File: config.mk
export PLATFORM = sky130hd
export DESIGN_NAME = gic_mmol_pipe
export DESIGN_NICKNAME = d
export VERILOG_FILES = /design/src/rtl/core/glucose_insulin_compartment_step_unit_defines.svh /design/src/rtl/core/gic_pkg.sv /design/src/rtl/core/gic_mmol_pipe.sv
export SDC_FILE = /design/constraint.sdc
export NUM_CORES = 2
export LEC_CHECK = 0
export ABC_AREA = 1
export BUFFER_PORTS_ARGS = -buffer_cell sky130_fd_sc_hd__buf_4
export CAP_MARGIN = 10
export CORE_MARGIN = 4
export CORE_UTILIZATION = 55
export DETAILED_ROUTE_END_ITERATION = 8
export GPL_TIMING_DRIVEN = 0
export PLACE_DENSITY = 0.83
export REMOVE_ABC_BUFFERS = 1
export SETUP_SLACK_MARGIN = 0.5
export SLEW_MARGIN = 5
export SYNTH_ARGS = -nofsm -noshare
export SYNTH_HDL_FRONTEND = slang
export SYNTH_SLANG_ARGS = --single-unit
File: constraint.sdc
create_clock -name clk -period 6.9 [get_ports clk]
set_input_delay 1.725 -clock clk [delete_from_list [all_inputs] [get_ports clk]]
set_output_delay 1.725 -clock clk [all_outputs]
set_load 0.02 [all_outputs]
File: src/rtl/core/glucose_insulin_compartment_step_unit_defines.svh
// Assertion macros for the compartment step unit; they expect clk and arst_n in scope.
`ifndef GLUCOSE_INSULIN_COMPARTMENT_STEP_UNIT_DEFINES_SVH
`define GLUCOSE_INSULIN_COMPARTMENT_STEP_UNIT_DEFINES_SVH

// Same-cycle implication.
`define GIC_ASSERT_IMP(name, ante, cons, msg) \
	name: assert property (@(posedge clk) disable iff (!arst_n) (ante) |-> (cons)) \
		else $error(msg);

// Next-cycle implication.
`define GIC_ASSERT_NXT(name, ante, cons, msg) \
	name: assert property (@(posedge clk) disable iff (!arst_n) (ante) |=> (cons)) \
		else $error(msg);

`endif

File: src/rtl/core/gic_pkg.sv
package gic_pkg;

	localparam int DEF_FRAC_BITS   = 16;
	localparam int DEF_STATE_WIDTH = 32;

	localparam int RATE_W    = 16;
	localparam int DOSE_W    = 16;
	localparam int DOSE_FRAC = 8;
	localparam int RND_W     = 32;
	localparam int MMOL_W    = 28;
	localparam int GRAMS_W   = 6;
	localparam int ELAPSED_W = 32;
	localparam int WAIT_W    = 8;

	localparam int CFG_IDX_W  = 3;
	localparam int CFG_DATA_W = 16;

	typedef enum logic [CFG_IDX_W-1:0] {
		CFG_RATE_TRANSFER       = 3'd0,
		CFG_RATE_INSULIN_ACTION = 3'd1,
		CFG_RATE_INSULIN_DECAY  = 3'd2,
		CFG_RATE_ABSORPTION     = 3'd3,
		CFG_RATE_GUT            = 3'd4,
		CFG_RATE_EMPTYING       = 3'd5,
		CFG_GLUCOSE_THRESHOLD   = 3'd6
	} cfg_reg_t;

	localparam logic [CFG_DATA_W-1:0] RST_RATE_TRANSFER       = 16'd26214;
	localparam logic [CFG_DATA_W-1:0] RST_RATE_INSULIN_ACTION = 16'd39322;
	localparam logic [CFG_DATA_W-1:0] RST_RATE_INSULIN_DECAY  = 16'd19661;
	localparam logic [CFG_DATA_W-1:0] RST_RATE_ABSORPTION     = 16'd22938;
	localparam logic [CFG_DATA_W-1:0] RST_RATE_GUT            = 16'd26214;
	localparam logic [CFG_DATA_W-1:0] RST_RATE_EMPTYING       = 16'd66;
	localparam logic [CFG_DATA_W-1:0] RST_GLUCOSE_THRESHOLD   = 16'd250;

	localparam logic CMD_TICK = 1'b0;
	localparam logic CMD_DOSE = 1'b1;

	localparam int DOSE_SCALE   = 50;
	localparam int TICK_MINUTES = 5;
	localparam int MEAL_MOD     = 56;
	localparam int MEAL_BASE    = 5;
	localparam int WAIT_MOD     = 121;
	localparam int WAIT_BASE    = 120;
	localparam int WAIT_RST     = 20;
	localparam int WAIT_R8      = 256 % WAIT_MOD;
	localparam int WAIT_R16     = (WAIT_R8 * WAIT_R8) % WAIT_MOD;

	localparam int MMOL_MUL         = 1000;
	localparam int MMOL_DIV         = 18018;
	localparam int MMOL_IN_W        = 33;
	localparam int MMOL_RECIP_SHIFT = 34;
	localparam int MMOL_RECIP_W     = 30;
	localparam logic [MMOL_RECIP_W-1:0] MMOL_RECIP = MMOL_RECIP_W'(
		((64'd1 << MMOL_RECIP_SHIFT) * 64'(MMOL_MUL)) / 64'(MMOL_DIV));
	localparam int MMOL_SAT_W = 34;
	localparam logic [MMOL_SAT_W-1:0] MMOL_SAT_G = MMOL_SAT_W'(
		((64'd1 << MMOL_W) * 64'(MMOL_DIV) + 64'(MMOL_MUL) - 64'd1) / 64'(MMOL_MUL));

	typedef struct packed {
		logic              command;
		logic [DOSE_W-1:0] dose_units;
		logic [RND_W-1:0]  random_word;
	} in_item_t;

	typedef struct packed {
		logic [MMOL_W-1:0]    glucose_mmol;
		logic [GRAMS_W-1:0]   meal_grams;
		logic [ELAPSED_W-1:0] elapsed_minutes;
	} out_item_t;

	typedef struct packed {
		logic [GRAMS_W-1:0]   meal_grams;
		logic [ELAPSED_W-1:0] elapsed_minutes;
	} res_side_t;

	typedef struct packed {
		logic en;
		logic valid;
	} pipe_ctl_t;

endpackage

File: src/rtl/core/gic_mmol_pipe.sv
module gic_mmol_pipe #(
	parameter int STATE_WIDTH = gic_pkg::DEF_STATE_WIDTH
) (
	input  logic                     clk,
	input  logic                     arst_n,
	input  gic_pkg::pipe_ctl_t       ctl,
	input  logic [STATE_WIDTH-1:0]   glucose,
	input  gic_pkg::res_side_t       side,
	output logic                     result_valid,
	output gic_pkg::out_item_t       result
);

	localparam int GW    = (STATE_WIDTH > gic_pkg::MMOL_SAT_W) ? STATE_WIDTH
		: gic_pkg::MMOL_SAT_W;
	localparam int GC_W  = gic_pkg::MMOL_IN_W;
	localparam int LO_W  = 16;
	localparam int HI_W  = GC_W - LO_W;
	localparam int RW    = gic_pkg::MMOL_RECIP_W;
	localparam int SUM_W = GC_W + RW + 1;
	localparam int NM_W  = GC_W + 11;
	localparam int QW    = gic_pkg::MMOL_W;

	logic [GC_W-1:0]      gc;
	logic                 sat;
	logic [SUM_W-1:0]     sum;
	logic [NM_W-1:0]      rem;
	logic [QW-1:0]        q_fix;

	logic                 v_s1, v_s2, v_s3, result_valid_q;
	logic                 sat_s1, sat_s2, sat_s3;
	logic [GC_W-1:0]      gc_s1, gc_s2;
	logic [LO_W+RW-1:0]   plo_s1;
	logic [HI_W+RW-1:0]   phi_s1;
	logic [QW-1:0]        qest_s2, qest_s3;
	logic [NM_W-1:0]      n_s3, m_s3;
	gic_pkg::res_side_t   side_s1, side_s2, side_s3;
	gic_pkg::out_item_t   result_q;

	assign gc  = GC_W'(glucose);
	assign sat = GW'(glucose) >= GW'(gic_pkg::MMOL_SAT_G);
	assign sum = SUM_W'({phi_s1, {LO_W{1'b0}}}) + SUM_W'(plo_s1);
	assign rem = n_s3 - m_s3;
	assign q_fix = qest_s3 + QW'(rem >= NM_W'(gic_pkg::MMOL_DIV));

	always_ff @(posedge clk or negedge arst_n) begin
		if (!arst_n) begin
			v_s1           <= 1'b0;
			v_s2           <= 1'b0;
			v_s3           <= 1'b0;
			result_valid_q <= 1'b0;
		end else if (ctl.en) begin
			v_s1           <= ctl.valid;
			v_s2           <= v_s1;
			v_s3           <= v_s2;
			result_valid_q <= v_s3;
		end
	end

	always_ff @(posedge clk) begin
		if (ctl.en) begin
			sat_s1  <= sat;
			gc_s1   <= gc;
			side_s1 <= side;
			plo_s1  <= (LO_W+RW)'(gc[LO_W-1:0]) * (LO_W+RW)'(gic_pkg::MMOL_RECIP);
			phi_s1  <= (HI_W+RW)'(gc[GC_W-1:LO_W]) * (HI_W+RW)'(gic_pkg::MMOL_RECIP);

			sat_s2  <= sat_s1;
			gc_s2   <= gc_s1;
			side_s2 <= side_s1;
			qest_s2 <= sum[gic_pkg::MMOL_RECIP_SHIFT +: QW];

			sat_s3  <= sat_s2;
			side_s3 <= side_s2;
			qest_s3 <= qest_s2;
			n_s3    <= NM_W'(gc_s2) * NM_W'(gic_pkg::MMOL_MUL);
			m_s3    <= NM_W'(qest_s2) * NM_W'(gic_pkg::MMOL_DIV);

			result_q.glucose_mmol    <= sat_s3 ? '1 : q_fix;
			result_q.meal_grams      <= side_s3.meal_grams;
			result_q.elapsed_minutes <= side_s3.elapsed_minutes;
		end
	end

	assign result_valid = result_valid_q;
	assign result       = result_q;

endmodule

==> summary.txt <==
STA
  – Skew final: 0.0196 ns
  – Pins Over Slew Limit: 0
  – RSZ-0062 raised after global routing: true
  – Crit share post-route: 0.913
  – Worst-Margin Slew: 0.784 ns
  – Max-slew headroom: 0.477
  – # setup viols final: 0
  – Fin crit period: 6.30 ns
  – Final hold viol count: 0
  – Max Freq: 0.159 GHz

Global routing
  – Grt total ovfl: 0
  – First-pass GRT wire length: 184000 µm
  – Tot GR Track Use: 0.255
  – Largest net degree at the start of global routing: 131
  – Initial antenna violation count: 0
  – Vias in the first global route: 35.9k

Critical path
  – Critical Path RT: 7.24 ns
  – R2r setup slk: 1.29 ns
  – CP Data Arrival Time: 6.64 ns
  – Top fanout value on the critical path: 10
  – Crit. Startpoint: glucose[8]
  – Critical Path End: plo_s1[39]
  – Crit path kind: in -> reg
  – CP Capture Type: flip-flop
  – R2R Path Start: qest_s2[7]
  – R2R Path End: m_s3[37]
  – Startpoint Class: primary input
  – R2r worst-path depth: 23

Synth
  – Top cells by area, synth: edfxtp_1 29%, fa_1 20%, ha_1 19%
  – Cell with the most instances after synthesis: inv_1
  – Mapped Area: 47100 µm²
  – Post-synth top area cell: edfxtp_1
  – Top cell type's share of synthesized area: 0.287
  – Sequential fraction of the synthesis area: 0.289
  – Mapped Cells: 4906
  – Syn_area_per_cell: 9.61 µm²
  – Ys Warns: 0
  – Top_reg_cell synth: edfxtp_1
  – Post-synth EDFFs: 451
  – Commonest cells post-synth: 1173 x inv_1, 731 x ha_1, 678 x nand2_1
  – Asr flop ratio synth: 0.00879
  – #FFs+latches synth: 455
  – Library cells used by synthesis: 53

Route
  – DRC viols: 0
  – Vias per inst: 5.42
  – DR WL/cell: 18.1 µm
  – First-pass DRT Iterations: 5
  – Final ANT Viol Nets: 0
  – Post-Route WL: 114000 µm
  – Vias after detailed routing: 34.1k
  – Number of DRC markers in iteration 0: 2199

Layout
  – # fillers: 6959
  – Final Net Count: 6380
  – Layout cells sized above 1: 0.0698
  – Antenna Cells: 0
  – Fin util: 0.608
  – Final std cells w/o fill: 6289
  – Area Overhead vs Synth: 9.90%

CTS
  – # clock sinks: 455
  – CTS tree: done
  – CTS root buf: clkbuf_16
  – Number of H-tree levels: 2
  – Clk slew on worst S/H paths: 0.06 ns
  – CTS buffer count: 49
  – Clk Latency, worst-skew pair: 0.61 ns
  – Hold_buf cts: 0
  – Max clock buf depth: 3

Placed design
  – Placed Cells: 6192
  – Post-DP HPWL: 93800 µm
  – GPL Wtd Cong: 1.02
  – # port buffers: 140

Flow run
  – Max cap viols: 0

Hold path
  – Hold Startpoint: gc_s1[6]
  – Hold Path Class: reg -> reg
  – Hold Path Depth: 0

Die
  – Die Wd: 301 µm
  – Die ar.: 90500 µm²
  – Core area: 85100 µm²
  – Die H: 301 µm
  – Row cnt: 107
  – Initial Utilization: 0.554
  – # IOs: 141

Outcome
  – Outcome: finished clean
## layout by cell type, fill, tap and decap left out, types with 5 or more instances in the layout
cell type / Yosys / layout
a21boi_2: 3 / 5
a21o_1: 18 / 18
a21oi_1: 269 / 263
a21oi_2: 8 / 13
a31oi_1: 61 / 57
and3_1: 9 / 9
buf_4: 0 / 141
bufinv_16: 0 / 6
clkbuf_16: 0 / 49
clkinv_1: 1 / 9
clkinv_2: 0 / 9
clkinvlp_4: 0 / 9
edfxtp_1: 451 / 451
fa_1: 470 / 465
fa_2: 0 / 5
ha_1: 731 / 703
ha_2: 0 / 17
ha_4: 0 / 11
inv_1: 1173 / 1172
inv_2: 7 / 8
nand2_1: 678 / 675
nand2_2: 6 / 9
nand3_1: 114 / 111
nand3_2: 7 / 10
nand3b_1: 20 / 20
nand4_1: 35 / 35
nor2_1: 324 / 314
nor2_2: 8 / 16
nor3_1: 43 / 42
nor3_2: 4 / 5
nor4_1: 13 / 9
o211ai_1: 13 / 13
o21a_1: 28 / 28
o21ai_0: 138 / 136
o21ai_1: 7 / 8
o21ai_2: 6 / 7
o21bai_1: 14 / 13
o21bai_2: 4 / 5
xnor2_1: 65 / 65
xor2_1: 137 / 137
## flip-flops by register name, summed over array words and instances (netlist names)
signal	flops
result	66
phi_s1	46
n_s3	39
m_s3	38
side_s1	38
side_s2	38
side_s3	38
gc_s2	32
plo_s1	32
gc_s1	28
qest_s2	28
qest_s3	28
result_valid	1
v_s1	1
v_s2	1
v_s3	1
## timing repair
item	4_1_cts	5_1_grt
pin swaps	1	8
buffers inserted	2	4
endpoints found under the setup margin	18	38
resized for setup	15	77
## through the flow
step	instance area [µm²]	setup WS (ns)	hold WS, ns	TNS [ns]
floorplan	47100	0.458	0.400	0
global placement	49600	-0.613	0.400	-3.98
detailed placement	49700	-0.673	0.405	-5.41
CTS	51400	0.446	0.414	0
global route	51800	0.433	0.418	0
finish	51800	0.602	0.414	0
## how the worst min path moves through the flow
stage,end
finish,gc_s2[6]
global route,side_s3[2]
CTS,gc_s2[6]
detailed placement,gc_s2[6]
global placement,side_s3[10]
floorplan,gc_s2[0]
## metal layers
metal,up-vias,part of all wire,GRT usage
met4,0,0.047,0.103
met3,312,0.053,0.0332
met1,16500,0.41,0.325
met5,-,0,0
met2,1005,0.49,0.444
li1,16300,-,-
## worst max-delay path: stages
cell	delay [ns]
buf_6	0.16
inv_1	0.06
ha_1	0.33
fa_2	0.52
fa_1	0.56
inv_1	0.06
fa_1	0.56
inv_1	0.06
fa_1	0.41
inv_1	0.08
fa_1	0.48
ha_4	0.34
nand2_1	0.09
nor2_1	0.14
inv_1	0.08
nor3_1	0.18
o211ai_1	0.15
nand3_2	0.13
nand2_1	0.07
nand2_1	0.12
a31oi_1	0.12
xnor2_1	0.16
## cells by family after synthesis
| family | count (synthesis) | synth area share |
|---|---|---|
| flops | 455 | 0.289 |
| compound gates | 594 | 0.0723 |
| xor+xnor | 202 | 0.0375 |
| simple gates | 1271 | 0.113 |
| buf+inv | 1183 | 0.0942 |
| fa+ha+maj | 1201 | 0.394 |
## cell type report
type / instances / area [µm²] / area share
Tap cell: 1144 / 1430 / 0.0276
Multi-Input combinational cell: 3268 / 29400 / 0.568
Clock buffer: 52 / 1240 / 0.0239
Timing Repair Buffer: 150 / 1230 / 0.0237
Inverter: 1181 / 4430 / 0.0856
Clock inverter: 39 / 402 / 0.00775
Sequential cell: 455 / 13600 / 0.263
Power is left out: the tool's default activity adds up to more than one toggle a clock period on the data nets, which glitch-free logic cannot reach.
